### config.mk
export PLATFORM = sky130hd
export DESIGN_NAME = goi_inflate_seq
export DESIGN_NICKNAME = d
export VERILOG_FILES = /design/src/hdl/goi_pkg.sv /design/src/hdl/goi_inflate_seq.sv
export VERILOG_INCLUDE_DIRS = /design/src /design/src/hdl
export SDC_FILE = /design/constraint.sdc
export NUM_CORES = 1
export LEC_CHECK = 0
export BUFFER_PORTS_ARGS = -buffer_cell sky130_fd_sc_hd__buf_2
export CAP_MARGIN = 20
export CELL_PAD_IN_SITES_DETAIL_PLACEMENT = 1
export CELL_PAD_IN_SITES_GLOBAL_PLACEMENT = 2
export CORE_ASPECT_RATIO = 0.6
export CORE_UTILIZATION = 30
export DETAILED_ROUTE_END_ITERATION = 6
export PLACE_DENSITY = 0.79
export REMOVE_ABC_BUFFERS = 1
export SLEW_MARGIN = 20
export SYNTH_ARGS = -nofsm -noshare
export SYNTH_HDL_FRONTEND = slang
export SYNTH_SLANG_ARGS = --single-unit
### constraint.sdc
create_clock -name aclk -period 3.6 [get_ports aclk]
set_clock_uncertainty 0.2 [all_clocks]
set_input_delay 0.72 -clock aclk [delete_from_list [all_inputs] [get_ports aclk]]
set_output_delay 0.72 -clock aclk [all_outputs]
set_load 0.05 [all_outputs]
### src/hdl/grid_obstacle_inflation_top_defines.svh
// Assertion macros shared by the grid obstacle inflation modules.
`ifndef GRID_OBSTACLE_INFLATION_TOP_DEFINES_SVH
`define GRID_OBSTACLE_INFLATION_TOP_DEFINES_SVH

// Same-cycle implication, checked outside reset.
`define GOI_ASSERT_SAME(label, clk, rstn, ante, cons, msg) \
    label: assert property (@(posedge clk) disable iff (!(rstn)) (ante) |-> (cons)) \
        else $error(msg);

// Next-cycle implication, checked outside reset.
`define GOI_ASSERT_NEXT(label, clk, rstn, ante, cons, msg) \
    label: assert property (@(posedge clk) disable iff (!(rstn)) (ante) |=> (cons)) \
        else $error(msg);

`endif

### src/hdl/goi_pkg.sv
// Types, operation codes and the disc half-width table for the grid inflation block.
`timescale 1ns / 1ps

package goi_pkg;

    localparam int CELL_W  = 8;
    localparam int ROW_W   = 7;
    localparam int COL_W   = 7;
    localparam int OFF_W   = 5;
    localparam int CFG_IDX_W = 2;

    typedef enum logic [1:0] {
        OP_LOAD    = 2'd0,
        OP_INFLATE = 2'd1,
        OP_READ    = 2'd2,
        OP_NOP     = 2'd3
    } op_t;

    typedef enum logic [CFG_IDX_W-1:0] {
        CFG_THRESHOLD = 2'd0,
        CFG_INFLATED  = 2'd1,
        CFG_SPARE2    = 2'd2,
        CFG_SPARE3    = 2'd3
    } cfg_idx_t;

    typedef struct packed {
        logic [1:0]        operation;
        logic [ROW_W-1:0]  row;
        logic [COL_W-1:0]  col;
        logic [CELL_W-1:0] cell_in;
    } in_word_t;

    typedef struct packed {
        logic [CELL_W-1:0] cell_out;
        logic              is_free;
        logic              inflate_done;
    } out_word_t;

    // HALF_WIDTH[r][d] = round(r*cos(d*pi/(2r))), ties away from zero
    localparam logic [3:0] HALF_WIDTH [16][16] = '{
        '{ 4'd0,  4'd0,  4'd0,  4'd0,  4'd0,  4'd0, 4'd0, 4'd0,
           4'd0,  4'd0,  4'd0,  4'd0,  4'd0,  4'd0, 4'd0, 4'd0},
        '{ 4'd1,  4'd0,  4'd0,  4'd0,  4'd0,  4'd0, 4'd0, 4'd0,
           4'd0,  4'd0,  4'd0,  4'd0,  4'd0,  4'd0, 4'd0, 4'd0},
        '{ 4'd2,  4'd1,  4'd0,  4'd0,  4'd0,  4'd0, 4'd0, 4'd0,
           4'd0,  4'd0,  4'd0,  4'd0,  4'd0,  4'd0, 4'd0, 4'd0},
        '{ 4'd3,  4'd3,  4'd2,  4'd0,  4'd0,  4'd0, 4'd0, 4'd0,
           4'd0,  4'd0,  4'd0,  4'd0,  4'd0,  4'd0, 4'd0, 4'd0},
        '{ 4'd4,  4'd4,  4'd3,  4'd2,  4'd0,  4'd0, 4'd0, 4'd0,
           4'd0,  4'd0,  4'd0,  4'd0,  4'd0,  4'd0, 4'd0, 4'd0},
        '{ 4'd5,  4'd5,  4'd4,  4'd3,  4'd2,  4'd0, 4'd0, 4'd0,
           4'd0,  4'd0,  4'd0,  4'd0,  4'd0,  4'd0, 4'd0, 4'd0},
        '{ 4'd6,  4'd6,  4'd5,  4'd4,  4'd3,  4'd2, 4'd0, 4'd0,
           4'd0,  4'd0,  4'd0,  4'd0,  4'd0,  4'd0, 4'd0, 4'd0},
        '{ 4'd7,  4'd7,  4'd6,  4'd5,  4'd4,  4'd3, 4'd2, 4'd0,
           4'd0,  4'd0,  4'd0,  4'd0,  4'd0,  4'd0, 4'd0, 4'd0},
        '{ 4'd8,  4'd8,  4'd7,  4'd7,  4'd6,  4'd4, 4'd3, 4'd2,
           4'd0,  4'd0,  4'd0,  4'd0,  4'd0,  4'd0, 4'd0, 4'd0},
        '{ 4'd9,  4'd9,  4'd8,  4'd8,  4'd7,  4'd6, 4'd5, 4'd3,
           4'd2,  4'd0,  4'd0,  4'd0,  4'd0,  4'd0, 4'd0, 4'd0},
        '{4'd10, 4'd10, 4'd10,  4'd9,  4'd8,  4'd7, 4'd6, 4'd5,
           4'd3,  4'd2,  4'd0,  4'd0,  4'd0,  4'd0, 4'd0, 4'd0},
        '{4'd11, 4'd11, 4'd11, 4'd10,  4'd9,  4'd8, 4'd7, 4'd6,
           4'd5,  4'd3,  4'd2,  4'd0,  4'd0,  4'd0, 4'd0, 4'd0},
        '{4'd12, 4'd12, 4'd12, 4'd11, 4'd10, 4'd10, 4'd8, 4'd7,
           4'd6,  4'd5,  4'd3,  4'd2,  4'd0,  4'd0, 4'd0, 4'd0},
        '{4'd13, 4'd13, 4'd13, 4'd12, 4'd12, 4'd11, 4'd10, 4'd9,
           4'd7,  4'd6,  4'd5,  4'd3,  4'd2,  4'd0, 4'd0, 4'd0},
        '{4'd14, 4'd14, 4'd14, 4'd13, 4'd13, 4'd12, 4'd11, 4'd10,
           4'd9,  4'd7,  4'd6,  4'd5,  4'd3,  4'd2, 4'd0, 4'd0},
        '{4'd15, 4'd15, 4'd15, 4'd14, 4'd14, 4'd13, 4'd12, 4'd11,
           4'd10, 4'd9,  4'd8,  4'd6,  4'd5,  4'd3, 4'd2, 4'd0}
    };

endpackage

### src/hdl/goi_inflate_seq.sv
// Inflation sequencer: row-major scan with read-modify-write of each disc neighbor.
`timescale 1ns / 1ps
`include "grid_obstacle_inflation_top_defines.svh"

module goi_inflate_seq #(
    parameter int GRID_ROWS = 128,
    parameter int GRID_COLS = 128,
    parameter int RADIUS    = 4,
    parameter int ADDR_W    = 14
) (
    input  logic                        aclk,
    input  logic                        aresetn,
    input  logic                        start,
    input  logic [goi_pkg::CELL_W-1:0]  threshold,
    input  logic [goi_pkg::CELL_W-1:0]  inflated,
    input  logic [goi_pkg::CELL_W-1:0]  rd_data,
    output logic                        rd_en,
    output logic [ADDR_W-1:0]           rd_addr,
    output logic                        wr_en,
    output logic [ADDR_W-1:0]           wr_addr,
    output logic [goi_pkg::CELL_W-1:0]  wr_data,
    output logic                        done
);

    localparam int R_W  = (GRID_ROWS > 1) ? $clog2(GRID_ROWS) : 1;
    localparam int C_W  = (GRID_COLS > 1) ? $clog2(GRID_COLS) : 1;
    localparam int NR_W = R_W + 6;
    localparam int NC_W = C_W + 6;
    localparam int OW   = goi_pkg::OFF_W;
    localparam logic [3:0]          RAD   = 4'(RADIUS);
    localparam logic signed [OW-1:0] RAD_S = OW'(RADIUS);

    typedef enum logic [5:0] {
        S_IDLE     = 6'b000001,
        S_SCAN_RD  = 6'b000010,
        S_SCAN_CHK = 6'b000100,
        S_DISC_RD  = 6'b001000,
        S_DISC_WR  = 6'b010000,
        S_DONE     = 6'b100000
    } seq_state_t;

    seq_state_t             state_reg, state_next;
    logic [R_W-1:0]         r_reg, r_next;
    logic [C_W-1:0]         c_reg, c_next;
    logic signed [OW-1:0]   d_reg, d_next;
    logic signed [OW-1:0]   e_reg, e_next;
    logic [3:0]             h_reg, h_next;
    logic [ADDR_W-1:0]      nb_addr_reg, nb_addr_next;

    logic signed [NR_W-1:0] nr;
    logic signed [NC_W-1:0] nc;
    logic                   nb_inside;
    logic [ADDR_W-1:0]      center_addr;
    logic [ADDR_W-1:0]      nb_addr;
    logic                   last_cell;
    logic                   last_offset;
    logic signed [OW-1:0]   d_inc;
    logic [3:0]             h_inc;
    logic [3:0]             h_first;

    function automatic logic [3:0] abs_off(input logic signed [OW-1:0] v);
        logic signed [OW-1:0] m;
        m = -v;
        return v[OW-1] ? m[3:0] : v[3:0];
    endfunction

    assign nr = $signed({{(NR_W-R_W){1'b0}}, r_reg}) + NR_W'(d_reg);
    assign nc = $signed({{(NC_W-C_W){1'b0}}, c_reg}) + NC_W'(e_reg);
    assign nb_inside = !nr[NR_W-1] && (nr < $signed(NR_W'(GRID_ROWS)))
                    && !nc[NC_W-1] && (nc < $signed(NC_W'(GRID_COLS)));

    assign center_addr = ADDR_W'(32'(r_reg) * 32'(GRID_COLS) + 32'(c_reg));
    assign nb_addr = ADDR_W'(32'(nr[R_W-1:0]) * 32'(GRID_COLS) + 32'(nc[C_W-1:0]));

    assign last_cell   = (32'(r_reg) == 32'(GRID_ROWS - 1)) && (32'(c_reg) == 32'(GRID_COLS - 1));
    assign last_offset = (d_reg == RAD_S) && (e_reg == $signed({1'b0, h_reg}));
    assign d_inc       = d_reg + OW'(1);
    assign h_inc       = goi_pkg::HALF_WIDTH[RAD][abs_off(d_inc)];
    assign h_first     = goi_pkg::HALF_WIDTH[RAD][RAD];

    always_comb begin
        state_next   = state_reg;
        r_next       = r_reg;
        c_next       = c_reg;
        d_next       = d_reg;
        e_next       = e_reg;
        h_next       = h_reg;
        nb_addr_next = nb_addr_reg;
        rd_en        = 1'b0;
        rd_addr      = center_addr;
        wr_en        = 1'b0;
        done         = 1'b0;

        unique case (state_reg)
            S_IDLE: begin
                if (start) begin
                    r_next     = '0;
                    c_next     = '0;
                    state_next = S_SCAN_RD;
                end
            end
            S_SCAN_RD: begin
                rd_en      = 1'b1;
                state_next = S_SCAN_CHK;
            end
            S_SCAN_CHK: begin
                if (rd_data >= threshold) begin
                    // start the disc at its top row
                    d_next     = -RAD_S;
                    h_next     = h_first;
                    e_next     = -$signed({1'b0, h_first});
                    state_next = S_DISC_RD;
                end else if (last_cell) begin
                    state_next = S_DONE;
                end else begin
                    state_next = S_SCAN_RD;
                end
            end
            S_DISC_RD: begin
                if (nb_inside) begin
                    rd_en        = 1'b1;
                    rd_addr      = nb_addr;
                    nb_addr_next = nb_addr;
                    state_next   = S_DISC_WR;
                end
            end
            S_DISC_WR: begin
                wr_en      = rd_data < threshold;
                state_next = S_DISC_RD;
            end
            S_DONE: begin
                done       = 1'b1;
                state_next = S_IDLE;
            end
            default: begin
                state_next = S_IDLE;
            end
        endcase

        // step to the next disc offset once the current one is handled, or finish the cell after the last
        if ((state_reg == S_DISC_WR) || ((state_reg == S_DISC_RD) && !nb_inside)) begin
            if (last_offset) begin
                state_next = last_cell ? S_DONE : S_SCAN_RD;
            end else if (e_reg == $signed({1'b0, h_reg})) begin
                d_next = d_inc;
                h_next = h_inc;
                e_next = -$signed({1'b0, h_inc});
            end else begin
                e_next = e_reg + OW'(1);
            end
        end

        // advance the scan position after a cell is finished
        if (state_next == S_SCAN_RD && (state_reg == S_SCAN_CHK || state_reg == S_DISC_RD
                                        || state_reg == S_DISC_WR)) begin
            if (32'(c_reg) == 32'(GRID_COLS - 1)) begin
                c_next = '0;
                r_next = r_reg + R_W'(1);
            end else begin
                c_next = c_reg + C_W'(1);
            end
        end
    end

    assign wr_addr = nb_addr_reg;
    assign wr_data = inflated;

    always_ff @(posedge aclk) begin
        if (!aresetn) begin
            state_reg <= S_IDLE;
        end else begin
            state_reg <= state_next;
        end
        r_reg       <= r_next;
        c_reg       <= c_next;
        d_reg       <= d_next;
        e_reg       <= e_next;
        h_reg       <= h_next;
        nb_addr_reg <= nb_addr_next;
    end

    `GOI_ASSERT_SAME(a_rw_exclusive, aclk, aresetn, wr_en, !rd_en, "read and write in one cycle")
    `GOI_ASSERT_SAME(a_wr_after_rd, aclk, aresetn, wr_en, $past(rd_en) && ($past(rd_addr) == wr_addr), "write without its read")
    `GOI_ASSERT_NEXT(a_start_idle, aclk, aresetn, start && (state_reg == S_IDLE), state_reg == S_SCAN_RD, "scan did not start")

endmodule

==> Yosys cells after proc, flatten, opt, wreduce, memory -nomap -nowiden <==
Memory sizes are Yosys's and may differ from the RTL's.
Cells that the tools add are included.
{ "totals": {"romBits": 64, "memories": 1, "out_inout_bits": 39, "ff_bits": 48, "in_bits": 27, "wordCells": 91} }
{ "classes": {"n_lt_le_gt_ge": 5, "n_reduce_logical": 17, "add_sub_neg": 10, "n_eq_ne": 11, "muxes": 39, "bitwise": 1} }
{ "memory_table": {"columns": ["memory", "words", "width", "read_ports", "rd_ports_with_merged_regs", "wr", "line_no", "rtl"], "rows": [
  ["(name not given)", 16, 4, 1, 0, 0, "goi_inflate_seq.sv:78", "assign h_inc = goi_pkg::HALF_WIDTH[RAD][abs_off(d_inc)];"]
]} }
{ "op_table": {"columns": ["op", "n"], "rows": [
  ["two-way mux 7 bit", 8],
  ["two-way mux 5 bit", 10],
  ["two-way mux 6 bit", 6],
  ["two-way mux 4 bit", 8],
  ["one-hot mux 6 bit (5 select lines)", 1],
  ["adder 14 x 7 -> 14 bit", 2],
  ["two-way mux 14 bit", 2],
  ["adder 8 x 5 -> 9 bit", 2],
  ["< comparator 9 bit (second input constant)", 2],
  ["adder 7 x 1 -> 7 bit (second input constant)", 2],
  ["equality test 7 bit (second input constant)", 2],
  ["equality test 6 x 2 -> 1 bit (second input constant)", 2],
  ["adder 5 x 2 -> 5 bit (second input constant)", 2],
  [">= comparator 8 bit", 1],
  ["< comparator 8 bit", 1],
  ["logical AND 1 bit", 7],
  ["equality test 6 x 1 -> 1 bit (second input constant)", 1],
  ["equality test 6 x 3 -> 1 bit (second input constant)", 1],
  ["equality test 6 x 4 -> 1 bit (second input constant)", 1],
  ["equality test 6 x 5 -> 1 bit (second input constant)", 1],
  ["equality test 6 bit (second input constant)", 1],
  ["equality test 5 x 4 -> 1 bit (second input constant)", 1],
  ["equality test 5 bit", 1],
  [">= comparator 5 bit (second input constant)", 1],
  ["9 further kinds", 17]
]} }

==> Depth between registers and ports, before layout <==
{ "logic_depth": {"ltp_word": 13, "mapped_depth": 13, "depth_no_buf": 13} }

==> Worst setup path before layout <==
No wires, ideal clock.
{ "synth_timing": {"path_type": "register to output", "startpoint": "reg d_reg[4]", "endpoint": "out rd_addr[1]", "stages_incl_launch_ff": 11, "t_required_ps": 2680, "n_path_buf": 2, "arrival_ps": 3503, "setup_slack_ps": -823, "cell_sequence": "dfxtp_1 > ha_1 > a21o_1 > a21o_1 > a221o_1 > or3_1 > a22oi_2 > and3_1 > buf_2 > buf_4 > mux2i_1"} }
{ "synth_via": {"elab_chain_len": 7, "word_cells_on_any_way": 8, "cone_classes": "1 x add/sub; 1 x order compare; 2 x mux; 4 x reduce/logical"} }
{ "synth_rtl": {"columns": ["element", "line_no", "rtl"], "rows": [
  ["from (decl)", "goi_inflate_seq.sv:45", "logic signed [OW-1:0] d_reg, d_next;"],
  ["from (signal assigned)", "goi_inflate_seq.sv:176", "d_reg <= d_next;"],
  ["adder 8 x 5 -> 9 bit (*)", "goi_inflate_seq.sv:67", "assign nr = $signed({{(NR_W-R_W){1'b0}}, r_reg}) + NR_W'(d_reg);"],
  ["< comparator 9 bit or logical NOT 1 bit (tied branches)", "goi_inflate_seq.sv:69", "assign nb_inside = !nr[NR_W-1] && (nr < $signed(NR_W'(GRID_ROWS)))"],
  ["logical AND 1 bit (*)", "goi_inflate_seq.sv:69", null],
  ["logical AND 1 bit (*) (2 in a row)", "goi_inflate_seq.sv:70", "&& !nc[NC_W-1] && (nc < $signed(NC_W'(GRID_COLS)));"],
  ["two-way mux 14 bit (*)", "goi_inflate_seq.sv:120", "if (nb_inside) begin"],
  ["two-way mux 14 bit (*)", "goi_inflate_seq.sv:94", "unique case (state_reg)"],
  ["to (decl)", "goi_inflate_seq.sv:18", "output logic [ADDR_W-1:0] rd_addr,"]
]} }
Every way passes the cells marked *; elsewhere a longest branch is shown, timed or not.

==> Final worst setup path <==
{ "layout_timing": {"startpoint": "reg d_reg[4]", "endpoint": "out rd_addr[9]"} }
Same word-level chain as after synthesis.

==> results.toml <==
[floorplan]
core_area_um2 = 10800
die_h_um = 84.4
ios = 66
die_x_um = 139
dieArea_um2 = 11800
initial_core_util_pct = 31.5
rows = 29

[cts]
clkLatencyLatePin_ns = 0.30
clk_pin_slew_worst_paths_ns = 0.07
cts_sinks = 48
cts_hold_buf = 0
clock_path_buffers = 2
htreeDepth = 2
numCtsBuffers = 5
cts_tree = "built"
root_buffer = "clkbuf_16"

[drt]
wl_met3_um = 417
wirelength_mm = 11.3
drtPass1Iterations = 4
drc_errors = 0
m1WireLength_mm = 5.51
top_layer_used = "met4"
viasPerCell = 5.16
route.met2.wl_mm = 5.25
drtIter0Drc = 181
ant_nets = 0
wl_per_cell_um = 17.8
vias = 3255

[sta]
finalSetupViolations = 15
fin_crit_sh_pct = 110
fmax_mhz = 252
relSlewSlack_pct = 43.3
tightest_slew_ns = 0.843
setup_ws_ns = -0.375
hold_violations = 0
final_max_slew_viol_count = 0
grt_setup_unrepaired = "true"
period_minus_slack_ns = 3.97

[final_layout]
final_common_cell = "buf_4"
final_cells = 631
nets = 552
fillers = 1206
final_util_pct = 45.8
regArea_um2 = 1190
areaGrowthSynthToFinish_pct = 45.3
n_antenna_cell = 0
drive_gt1_share_pct = 39.8
largest_reg_flops = 14
multi_input_area_um2 = 2260
most-common-layout-cells = "buf_4 (68), buf_2 (34), nor2_1 (30)"

[critical_path]
critPathRequiredTime_ns = 2.68
rr_endpoint = "r_reg[1]$_DFF_P_"
path_buf_inv = 5
crit_slowest_cell = "dfxtp_4"
r2r-start = "d_reg[4]$_DFF_P_"
worstSetupPathType = "flip-flop to primary output"
cp-start-kind = "flip-flop"
rr_worst_depth = 14
cp_slowest_stage_delay_ns = 0.36
cp-end-kind = "primary output"
crit_family = "simple AND/OR/NAND/NOR gates"
cp_cell_sequence = "buf_6 > ha_4 > inv_2 > buf_4 > a221o_1 > or3_1 > a22oi_2 > and3_4 > buf_12 > mux2_4 > buf_8"
crit_arrival_ns = 3.05
cp_max_fo = 7
r2r_slack_ns = 0.23

[grt]
grt_pass1_wl_mm = 18.1
grt_max_degree = 16
grtUsageTotal_pct = 19.8
grt_pass1_vias = 3402
grt_overflow = 0
antenna_found_initial = 0

[hold_path]
min_path_cells = 2
hold_start = "h_reg[2]$_DFF_P_"
holdPathEnd = "h_reg[2]$_DFF_P_"
min_path_type = "flip-flop to flip-flop"

[run_status]
violations = "setup timing"
status = "finished with violations"

[power_and_ir_drop]
p_per_area_nw_per_um2 = 332
p_comb_share_pct = 32.8
ir_drop_v = 0.000201
pwr-share-seq_pct = 38.0
p_total_mw = 1.64
p_switching_mw = 0.542
swShare_pct = 33.1
leakagePower_nw = 2.21
internal-power_mw = 1.10
power.share.clock_pct = 29.3

[synth]
synth_adder_area_share_pct = 13.0
synth.distinct_cells = 52
synth-simple-area-share_pct = 17.9
synth.avg_cell_area_um2 = 9.06
syn-instance-count = 375
ys.flop_type = "dfxtp_1"
synth_edf_count = 21
netlist_area_um2 = 3400
yosysWarnings = 0
synth-compound-area-share_pct = 16.2
synthXorXnorAreaFrac_pct = 6.70
yosysSeqAreaShare_pct = 34.5
synth_top_family_by_area = "simple AND/OR/NAND/NOR gates"
ys_ff_latch = 48
async_reset_ff_share_pct = 0
synth.mux.area_fraction_pct = 5.16

[placement]
gp_congestion = 0.846
io_buffers = 49
dpl_worst_slack_ns = -0.264
dp.cells = 604
hpwl_mm = 7.94

[flow_run]
maxCapViolCount = 0
-- routing by layer --
metal	global-route usage [%]	up-vias
met3	4.16	7
li1	-	1585
met1	26.4	1605
met4	3.64	0
met5	0	-
met2	33.3	58
-- cell type report --
cell class	count	share of cell area, %
clock buffer	5	2.53
clock inverter	3	0.380
inverter	30	2.38
multi-input combinational	279	45.8
sequential	48	24.0
tap	139	3.52
timing repair buffer	127	21.3
-- Yosys cell counts (all sizes together), types with 5 or more instances --
library cell	n	area share, %
nor2	33	3.6
ha	32	12
inv	30	3.3
dfxtp	27	16
nand3	22	3.2
edfxtp	21	19
o21ai	20	3.1
a21oi	19	3.1
nand2	18	2.0
xnor2	18	4.6
buf	12	2.6
mux2	12	4.0
a21o	10	2.2
nor3	10	1.5
and3	8	1.5
xor2	8	2.1
and2	6	1.1
clkbuf	6	0.66
nand2b	6	1.1
o2bb2ai	6	1.5
a31oi	5	0.92
-- metrics by stage --
step / instance area [um^2] / setup TNS [ns] / hold slack, ns
finish: 4940 / -4.94 / 0.301
global route: 4940 / -6.35 / 0.312
CTS: 4780 / -4.47 / 0.302
detailed placement: 4160 / -3.30 / 0.293
global placement: 4160 / -1.85 / 0.278
floorplan: 3290 / -11.41 / 0.261
-- timing repair --
| action | in CTS | in global routing |
|---|---|---|
| buffers inserted | 13 | 6 |
| pin swaps | 16 | 23 |
| hold endpoints to repair | 0 | 0 |
| resized for setup | 91 | 31 |
| cloned | 2 | 0 |
| endpoints found under the setup margin | 15 | 16 |
-- power groups by stage --
| stage | logic, mW | clock network, mW | registers, mW |
|---|---|---|---|
| after floorplan | 0.273 | 0 | 0.639 |
| after global placement | 0.437 | 0 | 0.630 |
| after detailed placement | 0.455 | 0 | 0.632 |
| after CTS | 0.509 | 0.492 | 0.622 |
| after global routing | 0.586 | 0.510 | 0.626 |
| final | 0.538 | 0.480 | 0.622 |
-- worst reg2reg max path: stages (launching register included) --
cell and delay, ns:
dfxtp_4 0.36, buf_6 0.13, ha_4 0.26, inv_2 0.04
buf_4 0.12, a221o_1 0.35, or3_1 0.36, a22oi_2 0.19
buf_4 0.14, buf_4 0.09, buf_4 0.10, o21ai_2 0.07
a31o_2 0.36, a21oi_4 0.34, a22o_1 0.21
-- worst max path at each step --
stage | from | end | slack, ns | cells after the start
6_report | d_reg[4]$_DFF_P_ | rd_addr[9] | -0.37 | 11
3_5_place_dp | c_reg[0]$_SDFFCE_PP0P_ | rd_addr[10] | -0.26 | 12
2_1_floorplan | d_reg[4]$_DFF_P_ | rd_addr[1] | -1.10 | 8
5_1_grt | r_reg[1]$_DFF_P_ | rd_addr[9] | -0.47 | 10
3_3_place_gp | d_reg[1]$_DFF_P_ | rd_addr[7] | -0.17 | 10
4_1_cts | r_reg[0]$_DFF_P_ | rd_addr[11] | -0.33 | 12
-- logic make-up after synthesis --
logic type / Yosys count
AO/OA/AOI/OAI: 81
XOR/XNOR: 26
adder cells (fa/ha/maj): 34
buffers and inverters: 48
flip-flops: 48
multiplexers: 16
AND/OR/NAND/NOR: 122
Power figures use the tool's default switching activity.
